==> config.mk <==
export PLATFORM = sky130hd
export DESIGN_NAME = vent_window_thermostat_flat
export DESIGN_NICKNAME = d
export VERILOG_FILES = /design/src/rtl/core/vwt_pkg.sv /design/src/rtl/core/vwt_if.sv /design/src/rtl/core/vwt_in_stage.sv /design/src/rtl/core/vwt_ctrl.sv /design/src/rtl/core/vwt_out_stage.sv /design/src/rtl/core/vent_window_thermostat.sv /design/src/flat_wrapper.sv
export VERILOG_INCLUDE_DIRS = /design/src /design/src/rtl/core
export SDC_FILE = /design/constraint.sdc
export NUM_CORES = 1
export LEC_CHECK = 0
export BUFFER_PORTS_ARGS = -buffer_cell sky130_fd_sc_hd__buf_2
export CAP_MARGIN = 20
export CELL_PAD_IN_SITES_DETAIL_PLACEMENT = 1
export CELL_PAD_IN_SITES_GLOBAL_PLACEMENT = 2
export CORE_AREA = 2 2 185 132
export CTS_CLUSTER_DIAMETER = 80
export DETAILED_ROUTE_END_ITERATION = 7
export DIE_AREA = 0 0 187 134
export GPL_TIMING_DRIVEN = 1
export PLACE_DENSITY = 0.8
export SETUP_SLACK_MARGIN = 0.1
export SLEW_MARGIN = 10
export SYNTH_ARGS = -nofsm -noshare
export SYNTH_HDL_FRONTEND = slang
export SYNTH_SLANG_ARGS = --single-unit
==> constraint.sdc <==
create_clock -name clk -period 7.13 [get_ports clk]
set_input_delay 1.0695 -clock clk [delete_from_list [all_inputs] [get_ports clk]]
set_output_delay 1.0695 -clock clk [all_outputs]
set_load 0.03 [all_outputs]
==> src/rtl/core/vent_window_thermostat_macros.svh <==
// ----------------------------------------------------------------------------
// Vent window thermostat assertion macros
// Property wrappers used by the top-level file that checks this block.
// ----------------------------------------------------------------------------
`ifndef VENT_WINDOW_THERMOSTAT_MACROS_SVH
`define VENT_WINDOW_THERMOSTAT_MACROS_SVH

`ifndef SYNTHESIS
`define VWT_ASSERT_IMPLIES(label, pre, post) \
  label: assert property (@(posedge clk) disable iff (rst) (pre) |-> (post)) \
    else $error("vent window thermostat: same-cycle check failed");
`define VWT_ASSERT_NEXT(label, pre, post) \
  label: assert property (@(posedge clk) disable iff (rst) (pre) |=> (post)) \
    else $error("vent window thermostat: next-cycle check failed");
`else
`define VWT_ASSERT_IMPLIES(label, pre, post)
`define VWT_ASSERT_NEXT(label, pre, post)
`endif

`endif

==> src/rtl/core/vwt_pkg.sv <==
// ----------------------------------------------------------------------------
// Vent window thermostat package
// Payload types, state codes and constant thresholds of the block.
// ----------------------------------------------------------------------------
package vwt_pkg;

  typedef enum logic [1:0] {
    PH_OFF      = 2'd0,
    PH_ON_HELD  = 2'd1,
    PH_ON       = 2'd2,
    PH_OFF_HELD = 2'd3
  } phase_t;

  typedef enum logic [1:0] {
    MODE_IDLE = 2'd0,
    MODE_COLD = 2'd1,
    MODE_WARM = 2'd2
  } mode_t;

  typedef enum logic [1:0] {
    PAGE_TEMPS     = 2'd0,
    PAGE_POWER     = 2'd1,
    PAGE_SETPOINTS = 2'd2
  } page_t;

  typedef struct packed {
    logic       button;
    logic [5:0] inside_temp;
    logic       switch_a1;
    logic       switch_a2;
    logic       switch_b1;
    logic       switch_b2;
    logic [9:0] stick_x;
    logic [9:0] stick_y;
  } item_t;

  typedef struct packed {
    logic       led_on;
    phase_t     power_phase;
    mode_t      window_mode;
    logic [6:0] servo_b_angle;
    logic [6:0] servo_a_angle;
    logic [5:0] min_setpoint;
    logic [5:0] max_setpoint;
    page_t      display_page;
  } result_t;

  // Joystick zones.
  localparam logic [9:0] STICK_LOW_MAX      = 10'd300;
  localparam logic [9:0] STICK_MID_MIN      = 10'd301;
  localparam logic [9:0] STICK_MID_MAX      = 10'd599;
  localparam logic [9:0] STICK_HIGH_MIN     = 10'd600;
  localparam logic [9:0] STICK_Y_ARM_MAX    = 10'd490;
  localparam logic [9:0] STICK_Y_FIRE_MIN   = 10'd491;
  localparam logic [9:0] STICK_Y_FIRE_MAX   = 10'd559;

  // Servo travel and setpoint limits.
  localparam logic [6:0] ANGLE_MAX          = 7'd90;
  localparam logic [5:0] SETPOINT_RAISE_MAX = 6'd30;
  localparam logic [5:0] SETPOINT_LOWER_MIN = 6'd15;

  // Reset values.
  localparam logic [15:0] PERIOD_RESET      = 16'd100;
  localparam logic [5:0]  LOW_SP_RESET      = 6'd19;
  localparam logic [5:0]  HIGH_SP_RESET     = 6'd24;

  // Gesture arm flags.
  localparam int FLAG_RAISE_MIN = 0;
  localparam int FLAG_LOWER_MIN = 1;
  localparam int FLAG_RAISE_MAX = 2;
  localparam int FLAG_LOWER_MAX = 3;

endpackage

==> src/rtl/core/vwt_if.sv <==
// ----------------------------------------------------------------------------
// Vent window thermostat channels
// Valid/ready channels for control ticks and for result items.
// ----------------------------------------------------------------------------
interface vwt_item_if;
  logic           valid;
  logic           ready;
  vwt_pkg::item_t data;

  modport source (output valid, output data, input ready);
  modport sink (input valid, input data, output ready);
endinterface

interface vwt_result_if;
  logic             valid;
  logic             ready;
  vwt_pkg::result_t data;

  modport source (output valid, output data, input ready);
  modport sink (input valid, input data, output ready);
endinterface

==> src/rtl/core/vwt_in_stage.sv <==
// ----------------------------------------------------------------------------
// Vent window thermostat input stage
// Registers one control tick and holds it until the control logic takes it.
// ----------------------------------------------------------------------------
module vwt_in_stage (
  input  logic           clk,
  input  logic           rst,
  vwt_item_if.sink       item,
  input  logic           advance,
  output logic           held_valid,
  output vwt_pkg::item_t held
);

  logic valid;

  assign item.ready = !valid || advance;
  assign held_valid = valid;

  always_ff @(posedge clk) begin
    if (rst) begin
      valid <= 1'b0;
    end else if (item.ready) begin
      valid <= item.valid;
    end
  end

  always_ff @(posedge clk) begin
    if (item.valid && item.ready) begin
      held <= item.data;
    end
  end

endmodule

==> src/rtl/core/vwt_ctrl.sv <==
// ----------------------------------------------------------------------------
// Vent window thermostat control
// Holds the thermostat state and computes one tick's update and result.
// ----------------------------------------------------------------------------
module vwt_ctrl (
  input  logic             clk,
  input  logic             rst,
  input  logic             cfg_we,
  input  logic [15:0]      cfg_data,
  input  logic             advance,
  input  vwt_pkg::item_t   held,
  output vwt_pkg::result_t res
);

  logic [15:0]     period;
  vwt_pkg::phase_t phase;
  logic [15:0]     page_count;
  vwt_pkg::page_t  page;
  logic [15:0]     sample_count;
  vwt_pkg::mode_t  mode;
  logic [6:0]      angle_b;
  logic [6:0]      angle_a;
  logic [5:0]      low_sp;
  logic [5:0]      high_sp;
  logic [3:0]      flags;

  vwt_pkg::phase_t phase_next;
  logic [15:0]     page_count_next;
  vwt_pkg::page_t  page_next;
  logic [15:0]     sample_count_next;
  vwt_pkg::mode_t  mode_next;
  logic [6:0]      angle_b_next;
  logic [6:0]      angle_a_next;
  logic [5:0]      low_sp_next;
  logic [5:0]      high_sp_next;
  logic [3:0]      flags_next;
  logic            led;

  always_comb begin
    logic       power_edge;
    logic       changed;
    logic       a_free;
    logic       b_free;
    logic       x_mid;
    logic       y_mid;
    logic       y_fire;
    logic [6:0] low_p1;
    logic [6:0] low_p2;
    logic [6:0] high_w;

    power_edge = 1'b0;
    changed    = 1'b0;
    a_free     = !held.switch_a1 && !held.switch_a2;
    b_free     = !held.switch_b1 && !held.switch_b2;
    x_mid      = (held.stick_x >= vwt_pkg::STICK_MID_MIN) &&
                 (held.stick_x <= vwt_pkg::STICK_MID_MAX);
    y_mid      = (held.stick_y >= vwt_pkg::STICK_MID_MIN) &&
                 (held.stick_y <= vwt_pkg::STICK_MID_MAX);
    y_fire     = (held.stick_y >= vwt_pkg::STICK_Y_FIRE_MIN) &&
                 (held.stick_y <= vwt_pkg::STICK_Y_FIRE_MAX);
    low_p1     = {1'b0, low_sp} + 7'd1;
    low_p2     = {1'b0, low_sp} + 7'd2;
    high_w     = {1'b0, high_sp};

    // Display page rotation.
    page_count_next = page_count + 16'd1;
    page_next       = page;
    if (page_count_next >= period) begin
      page_count_next = '0;
      unique case (page)
        vwt_pkg::PAGE_TEMPS: page_next = vwt_pkg::PAGE_POWER;
        vwt_pkg::PAGE_POWER: page_next = vwt_pkg::PAGE_SETPOINTS;
        default:             page_next = vwt_pkg::PAGE_TEMPS;
      endcase
    end

    led = (phase == vwt_pkg::PH_ON_HELD) || (phase == vwt_pkg::PH_ON);

    // Power cycle; the phase moves on by at most one step per tick.
    phase_next = phase;
    if (held.button && phase == vwt_pkg::PH_OFF) begin
      phase_next = vwt_pkg::PH_ON_HELD;
      power_edge = 1'b1;
    end else begin
      if (!held.button && phase == vwt_pkg::PH_ON_HELD) begin
        phase_next = vwt_pkg::PH_ON;
      end
      if (held.button && phase_next == vwt_pkg::PH_ON) begin
        phase_next = vwt_pkg::PH_OFF_HELD;
        power_edge = 1'b1;
      end else if (!held.button && phase_next == vwt_pkg::PH_OFF_HELD) begin
        phase_next = vwt_pkg::PH_OFF;
      end
    end
    if (power_edge) begin
      page_next       = vwt_pkg::PAGE_POWER;
      page_count_next = 16'd1;
    end

    // Temperature decision; the mode holds inside the setpoint band.
    sample_count_next = sample_count + 16'd1;
    mode_next         = mode;
    if (sample_count_next == period) begin
      if (low_sp > held.inside_temp) begin
        mode_next = vwt_pkg::MODE_COLD;
      end
      if (high_sp <= held.inside_temp) begin
        mode_next = vwt_pkg::MODE_WARM;
      end
      sample_count_next = '0;
    end

    // Servos step only while the power is on.
    angle_a_next = angle_a;
    angle_b_next = angle_b;
    if (phase_next == vwt_pkg::PH_ON_HELD || phase_next == vwt_pkg::PH_ON) begin
      if (mode_next == vwt_pkg::MODE_COLD) begin
        if (angle_b != 7'd0 && b_free) begin
          angle_b_next = angle_b - 7'd1;
        end
        if (angle_a < vwt_pkg::ANGLE_MAX && a_free) begin
          angle_a_next = angle_a + 7'd1;
        end
      end else if (mode_next == vwt_pkg::MODE_WARM) begin
        if (angle_b < vwt_pkg::ANGLE_MAX && b_free) begin
          angle_b_next = angle_b + 7'd1;
        end
        if (angle_a != 7'd0 && a_free) begin
          angle_a_next = angle_a - 7'd1;
        end
      end
    end

    // Gestures: a stick is armed at one end and fires when it returns to
    // the middle. The first change of the tick ends the checks.
    flags_next   = flags;
    low_sp_next  = low_sp;
    high_sp_next = high_sp;
    if (held.stick_x <= vwt_pkg::STICK_LOW_MAX && !flags[vwt_pkg::FLAG_RAISE_MIN] &&
        low_sp <= vwt_pkg::SETPOINT_RAISE_MAX && low_p2 < high_w) begin
      flags_next[vwt_pkg::FLAG_RAISE_MIN] = 1'b1;
    end
    if (x_mid && flags_next[vwt_pkg::FLAG_RAISE_MIN]) begin
      low_sp_next = low_sp + 6'd1;
      flags_next[vwt_pkg::FLAG_RAISE_MIN] = 1'b0;
      changed = 1'b1;
    end
    if (!changed) begin
      if (held.stick_x >= vwt_pkg::STICK_HIGH_MIN && !flags_next[vwt_pkg::FLAG_LOWER_MIN] &&
          low_sp >= vwt_pkg::SETPOINT_LOWER_MIN && low_p1 < high_w) begin
        flags_next[vwt_pkg::FLAG_LOWER_MIN] = 1'b1;
      end
      if (x_mid && flags_next[vwt_pkg::FLAG_LOWER_MIN]) begin
        low_sp_next = low_sp - 6'd1;
        flags_next[vwt_pkg::FLAG_LOWER_MIN] = 1'b0;
        changed = 1'b1;
      end
    end
    if (!changed) begin
      if (held.stick_y <= vwt_pkg::STICK_Y_ARM_MAX && !flags_next[vwt_pkg::FLAG_RAISE_MAX] &&
          high_sp <= vwt_pkg::SETPOINT_RAISE_MAX && low_p1 < high_w) begin
        flags_next[vwt_pkg::FLAG_RAISE_MAX] = 1'b1;
      end
      if (y_fire && flags_next[vwt_pkg::FLAG_RAISE_MAX]) begin
        high_sp_next = high_sp + 6'd1;
        flags_next[vwt_pkg::FLAG_RAISE_MAX] = 1'b0;
        changed = 1'b1;
      end
    end
    if (!changed) begin
      if (held.stick_y >= vwt_pkg::STICK_HIGH_MIN && !flags_next[vwt_pkg::FLAG_LOWER_MAX] &&
          high_sp >= vwt_pkg::SETPOINT_LOWER_MIN && low_p2 < high_w) begin
        flags_next[vwt_pkg::FLAG_LOWER_MAX] = 1'b1;
      end
      if (y_mid && flags_next[vwt_pkg::FLAG_LOWER_MAX]) begin
        high_sp_next = high_sp - 6'd1;
        flags_next[vwt_pkg::FLAG_LOWER_MAX] = 1'b0;
        changed = 1'b1;
      end
    end
    if (changed) begin
      page_next       = vwt_pkg::PAGE_SETPOINTS;
      page_count_next = 16'd1;
    end
  end

  always_comb begin
    res.led_on        = led;
    res.power_phase   = phase_next;
    res.window_mode   = mode_next;
    res.servo_b_angle = angle_b_next;
    res.servo_a_angle = angle_a_next;
    res.min_setpoint  = low_sp_next;
    res.max_setpoint  = high_sp_next;
    res.display_page  = page_next;
  end

  always_ff @(posedge clk) begin
    if (rst) begin
      period <= vwt_pkg::PERIOD_RESET;
    end else if (cfg_we) begin
      period <= cfg_data;
    end
  end

  always_ff @(posedge clk) begin
    if (rst) begin
      phase        <= vwt_pkg::PH_OFF;
      page_count   <= '0;
      page         <= vwt_pkg::PAGE_TEMPS;
      sample_count <= '0;
      mode         <= vwt_pkg::MODE_IDLE;
      angle_b      <= vwt_pkg::ANGLE_MAX;
      angle_a      <= '0;
      low_sp       <= vwt_pkg::LOW_SP_RESET;
      high_sp      <= vwt_pkg::HIGH_SP_RESET;
      flags        <= '0;
    end else if (advance) begin
      phase        <= phase_next;
      page_count   <= page_count_next;
      page         <= page_next;
      sample_count <= sample_count_next;
      mode         <= mode_next;
      angle_b      <= angle_b_next;
      angle_a      <= angle_a_next;
      low_sp       <= low_sp_next;
      high_sp      <= high_sp_next;
      flags        <= flags_next;
    end
  end

endmodule

==> src/rtl/core/vwt_out_stage.sv <==
// ----------------------------------------------------------------------------
// Vent window thermostat output stage
// Result register; lets the held tick advance whenever it has room.
// ----------------------------------------------------------------------------
module vwt_out_stage (
  input  logic             clk,
  input  logic             rst,
  input  logic             held_valid,
  input  vwt_pkg::result_t res,
  output logic             advance,
  vwt_result_if.source     result
);

  assign advance = held_valid && (!result.valid || result.ready);

  always_ff @(posedge clk) begin
    if (rst) begin
      result.valid <= 1'b0;
    end else if (!result.valid || result.ready) begin
      result.valid <= held_valid;
    end
  end

  always_ff @(posedge clk) begin
    if (advance) begin
      result.data <= res;
    end
  end

endmodule

==> src/rtl/core/vent_window_thermostat.sv <==
// ----------------------------------------------------------------------------
// Vent window thermostat
// Power cycle, window mode, vent servos, setpoint gestures and display page.
// ----------------------------------------------------------------------------
// Each transaction on the item channel is one control tick: button level,
// inside temperature, four window switches and two joystick readings. Each
// tick gives exactly one transaction on the result channel with the LED, the
// power phase, the window mode, both servo angles, the setpoints and the
// display page.
// The tick is registered at the input, updated by single-pass logic against
// the thermostat state and captured in the result register. One tick is
// taken every cycle while the receiver takes results; the state update is
// the only path between the two registers. The user must write the period
// register through cfg_we and cfg_data only while the block is idle; the
// block itself does not enforce this. Reset empties both registers and loads
// the state and the period with their initial values. While the receiver
// holds off, the result register keeps its transaction and one more tick
// waits in the input register; item.ready drops only when both are full.
// ----------------------------------------------------------------------------
`include "vent_window_thermostat_macros.svh"

module vent_window_thermostat (
  input  logic         clk,
  input  logic         rst,
  input  logic         cfg_we,
  input  logic [15:0]  cfg_data,
  vwt_item_if.sink     item,
  vwt_result_if.source result
);

  logic             held_valid;
  logic             advance;
  vwt_pkg::item_t   held;
  vwt_pkg::result_t res;

  vwt_in_stage u_in_stage (
    .clk        (clk),
    .rst        (rst),
    .item       (item),
    .advance    (advance),
    .held_valid (held_valid),
    .held       (held)
  );

  vwt_ctrl u_ctrl (
    .clk      (clk),
    .rst      (rst),
    .cfg_we   (cfg_we),
    .cfg_data (cfg_data),
    .advance  (advance),
    .held     (held),
    .res      (res)
  );

  vwt_out_stage u_out_stage (
    .clk        (clk),
    .rst        (rst),
    .held_valid (held_valid),
    .res        (res),
    .advance    (advance),
    .result     (result)
  );

  // Input backpressure only when both stages are full and the sink stalls.
  `VWT_ASSERT_IMPLIES(a_ready_only_when_full, !item.ready, held_valid && result.valid && !result.ready)
  // A result cannot appear without a tick waiting in the input register.
  `VWT_ASSERT_NEXT(a_no_phantom_result, !result.valid && !held_valid, !result.valid)
  // Both servos stay within their travel.
  `VWT_ASSERT_IMPLIES(a_angle_a, result.valid, result.data.servo_a_angle <= vwt_pkg::ANGLE_MAX)
  `VWT_ASSERT_IMPLIES(a_angle_b, result.valid, result.data.servo_b_angle <= vwt_pkg::ANGLE_MAX)

endmodule
==> src/flat_wrapper.sv <==
// flat-port wrapper written by rule: the top's interface ports become plain ports
module vent_window_thermostat_flat 
  (clk, rst, cfg_we, cfg_data, item_valid, item_data, item_ready, result_valid, result_data, result_ready);
  vwt_item_if item_i ();
  vwt_result_if result_i ();
  input  logic clk;
  input  logic rst;
  input  logic cfg_we;
  input  logic [15:0] cfg_data;
  input wire logic [$bits(item_i.valid)-1:0] item_valid;
  input wire logic [$bits(item_i.data)-1:0] item_data;
  output wire logic [$bits(item_i.ready)-1:0] item_ready;
  output wire logic [$bits(result_i.valid)-1:0] result_valid;
  output wire logic [$bits(result_i.data)-1:0] result_data;
  input wire logic [$bits(result_i.ready)-1:0] result_ready;
  assign item_i.valid = item_valid;
  assign item_i.data = item_data;
  assign item_ready = item_i.ready;
  assign result_valid = result_i.valid;
  assign result_data = result_i.data;
  assign result_i.ready = result_ready;
  vent_window_thermostat u_core (.clk(clk), .rst(rst), .cfg_we(cfg_we), .cfg_data(cfg_data), .item(item_i), .result(result_i));
endmodule
==> metrics.md <==
| Metric | Value |
|---|---|
| WHS Endpoint | u_core.u_ctrl.flags[1] |
| Crit-path leading delay family | simple AND/OR/NAND/NOR gates |
| Clock-pin slew on the worst setup and hold paths | ~0.070 ns |
| Synth Instances | a little over 1000 |
| Reg-to-reg startpoint | u_core.u_ctrl.sample_count[0] |
| Crit path max fanout | 14 |
| Slew @ Worst Pin | ~1.0 ns |
| H-Tree Depth | 4 |
| CP Data Arrival Time | about 4.6 ns |
| Fraction of layout cells with a size suffix above 1 | between 10 and 15% |
| Most common cell after layout, fill and taps aside | nor2_1 |
| Crit path time final | ~4.4 ns |
| Mapped Nets | between 1000 and 1500 |
| Wire length per cell | ~19 um |
| Clk_skew | 0.00946 ns |
| Power density over the cells | about 200 mW/mm^2 |
| Multi-input gate area | 0.00512 mm^2 |
| Ys async rst share | 0% |
| First-pass GRT wire length | 43300 um |
| Io pins | 87 |
| Leak Pwr | a little over 0.004 uW |
| DP Area | roughly 0.0099 mm^2 |
| CTS root buf | clkbuf_16 |
| Slowest stage cell on the critical path | nand4_1 |
| Reg2reg end | u_core.u_out_stage.result.data[25] |
| CP required | 7.31 ns |
| RSZ-0062 raised after global routing | false |
| Design area | between 0.01 and 0.015 mm^2 |
| Maximum VDD drop | between 0.15 and 0.2 mV |
| CTS Buf Count | 17 |
| WS Path Type | reg2reg |
| GRT overflow | 0 |
| Post-Syn Area per Cell | about 9.1 um^2 |
| Drt first pass iters | 4 |
| PostCTS Resize Cnt | 0 |
| Final-stage net count | about 1200 |
| Post-CTS Hold Buffers | 0 |
| Final Cycle Share | 61.4% |
| Placeable Area | around 0.023 mm^2 |
| Post-synthesis sequential area ratio | approximately two fifths |
| Port Buffer Count | 86 |
| Largest net degree at the start of global routing | 62 |
| Ant diodes | 0 |
| Crit start category | register |
| Full die area | approximately 0.025 mm^2 |
| First DRT Iteration DRCs | 450 |
| Setup-failing EPs final | 0 |
| Post-DP HPWL | ~19000 um |
| Final Hold Slack | approximately 0.49 ns |
| Max Freq | about 0.23 GHz |
| Max transition margin | 30.1% |
| Setup Buffers After CTS | 0 |
| Clk buf depth | 2 |
| R2R Setup Slk | about 2.8 ns |
| Die width | between 150 and 200 um |
| FF/Latch Area | ~0.0036 mm^2 |
| Slowest cell delay on critical path | between 0.6 and 0.7 ns |
| CP bufs+invs | 0 |
| Post-synth EDFFs | 64 |
| Fill cells | ~2700 |
| DRT Wirelength | 26400 um |
| Post-route DRC violation count | 0 |
| Slew Viols, Final | 0 |
| Primary FF master, synth | dfxtp_1 |
| Sink Count | 150 |
| Outcome | finished, final reports clean |
| All-Layer GR Usage | between 20% and 30% |
| Setup tns final | 0 ns |
| Area Growth Syn to Fin | 14.0% |
| Worst reg-to-reg path cell count | 9 |
| #FFs+latches synth | 150 |
| Routability cong. | just under 0.8 |
| Max_cap viols | 0 |
| Starting density of the core | between 30% and 40% |
| Synthesis Warnings | 0 |
| Final Hold Vio Count | 0 |
| Initial antenna violation count | 0 |
| Hold Path Class | reg2reg |
| CP Cell Sequence | ha_1 -> nand3_4 -> or3_1 -> xnor2_1 -> nor4b_1 -> nand4_1 -> a21o_1 -> o32ai_1 -> xor2_1 |
| Synthesized area | about 0.0092 mm^2 |
| Vias per cell | 5.56 |
| Most frequent cells in the layout | nor2_1 (106), buf_2 (86), dfxtp_1 (86) |
| Die height | ~130 um |
| Number of nets with antenna violations after routing | 0 |
| Hold depth | 2 |
| Netlist cell types | 85 |
| Worst setup EP type | register |
| Vias | between 7000 and 8000 |
| Hold_sp | u_core.u_ctrl.flags[1] |
| CTS tree | done |
| Clk_lat worst skew | around 0.44 ns |
| Core Rows | between 40 and 50 |
| Vias in the first global route | roughly 8000 |
## metal layers
layer / track usage, % / vias up / part of all wire [%]
met5: 0 / - / 0
li1: - / 3836 / -
met4: 4.81 / 0 / 0.80
met3: 3.98 / 13 / 3.8
met2: 33.1 / 128 / 42
met1: 32.1 / 3843 / 53
## worst max path at each step
stage / slack (ns) / cells past startpoint / startpoint / end
floorplan: 3.75 / 11 / u_core.u_ctrl.sample_count[1] / u_core.u_out_stage.result.data[15]
global placement: 2.95 / 9 / u_core.u_ctrl.sample_count[0] / u_core.u_out_stage.result.data[25]
CTS: 2.81 / 9 / u_core.u_ctrl.sample_count[0] / u_core.u_out_stage.result.data[25]
global route: 2.47 / 9 / u_core.u_ctrl.sample_count[0] / u_core.u_ctrl.angle_b[4]
finish: 2.75 / 9 / u_core.u_ctrl.sample_count[0] / u_core.u_out_stage.result.data[25]
detailed placement: 2.85 / 9 / u_core.u_ctrl.sample_count[0] / u_core.u_out_stage.result.data[25]
## tightest hold or removal path, delay by kind of cell, from the launching register on
family / cells / cell delay [ns]
compound gates: 2 / 0.12
flops: 1 / 0.32
## flip-flops by register name (all words and copies together), names as in the netlist
register                         cells
u_core.u_ctrl.angle_b                7
u_core.u_ctrl.high_sp                6
u_core.u_out_stage.result.data      33
u_core.u_ctrl.period                16
u_core.u_out_stage.result.valid      1
u_core.u_ctrl.mode                   2
u_core.u_ctrl.low_sp                 6
u_core.u_ctrl.page                   2
u_core.u_ctrl.sample_count          16
u_core.u_ctrl.angle_a                7
u_core.u_ctrl.page_count            16
u_core.u_ctrl.phase                  2
u_core.u_ctrl.flags                  4
u_core.u_in_stage.held              31
u_core.u_in_stage.held_valid         1
## logic make-up after synthesis
family          share of synthesized area, %
mux                                     4.23
fa+ha+maj                               7.75
xor+xnor                                6.38
compound gates                          18.1
simple gates                            19.3
flops                                   39.6
buf+inv                                 4.69
## cell type report
type | instances | area share, %
sequential | 150 | 34.7
tap | 318 | 3.79
clock buffer | 18 | 4.09
inverter | 59 | 2.11
timing repair buffer | 97 | 4.89
clock inverter | 14 | 1.51
multi-input combinational | 750 | 48.9
## power breakdown
group	leakage (uW)	internal, uW	total (uW)	switching [uW]
Sequential	0.00129	926	951	24.9
Combinational	0.00248	73.9	218	144
Clock	0.000273	546	923	377
Total	0.00405	1550	2090	546
## synth_stat cells, types with 6 or more instances
library cell,number,share of area (%)
buf_1,6,0.24
nand4_1,23,1.6
inv_1,59,2.4
ha_1,57,7.8
xnor2_1,32,3.0
a21o_1,17,1.4
edfxtp_1,64,21
or2_2,6,0.41
nand2_1,79,3.2
or3_1,14,0.95
nor2_1,106,4.3
and3_1,10,0.68
clkbuf_1,37,1.5
xor2_1,35,3.3
and2_1,6,0.41
a31oi_1,9,0.61
o31ai_1,7,0.57
nand2b_1,8,0.54
nand3_1,38,2.1
o32ai_1,8,0.76
nor3_1,16,0.87
dfxtp_1,86,19
mux2_2,6,0.73
o22ai_1,11,0.75
o211ai_1,11,0.90
o21ai_0,31,1.7
a32oi_1,9,0.86
buf_2,6,0.33
a211oi_1,12,0.98
a21oi_1,57,3.1
nor2b_1,12,0.82
or4_1,9,0.73
mux2i_1,25,2.7
## metrics by stage
step	utilization (%)	std cells	worst slack [ns]	power, uW
after floorplan	-	1010	3.75	1110
after global placement	42.4	1374	2.95	1180
after detailed placement	42.4	1374	2.85	1190
after CTS	44.9	1406	2.81	2120
after global routing	44.9	1406	2.47	2180
final	44.9	1406	2.75	2090
Power figures use the tool's default switching activity.
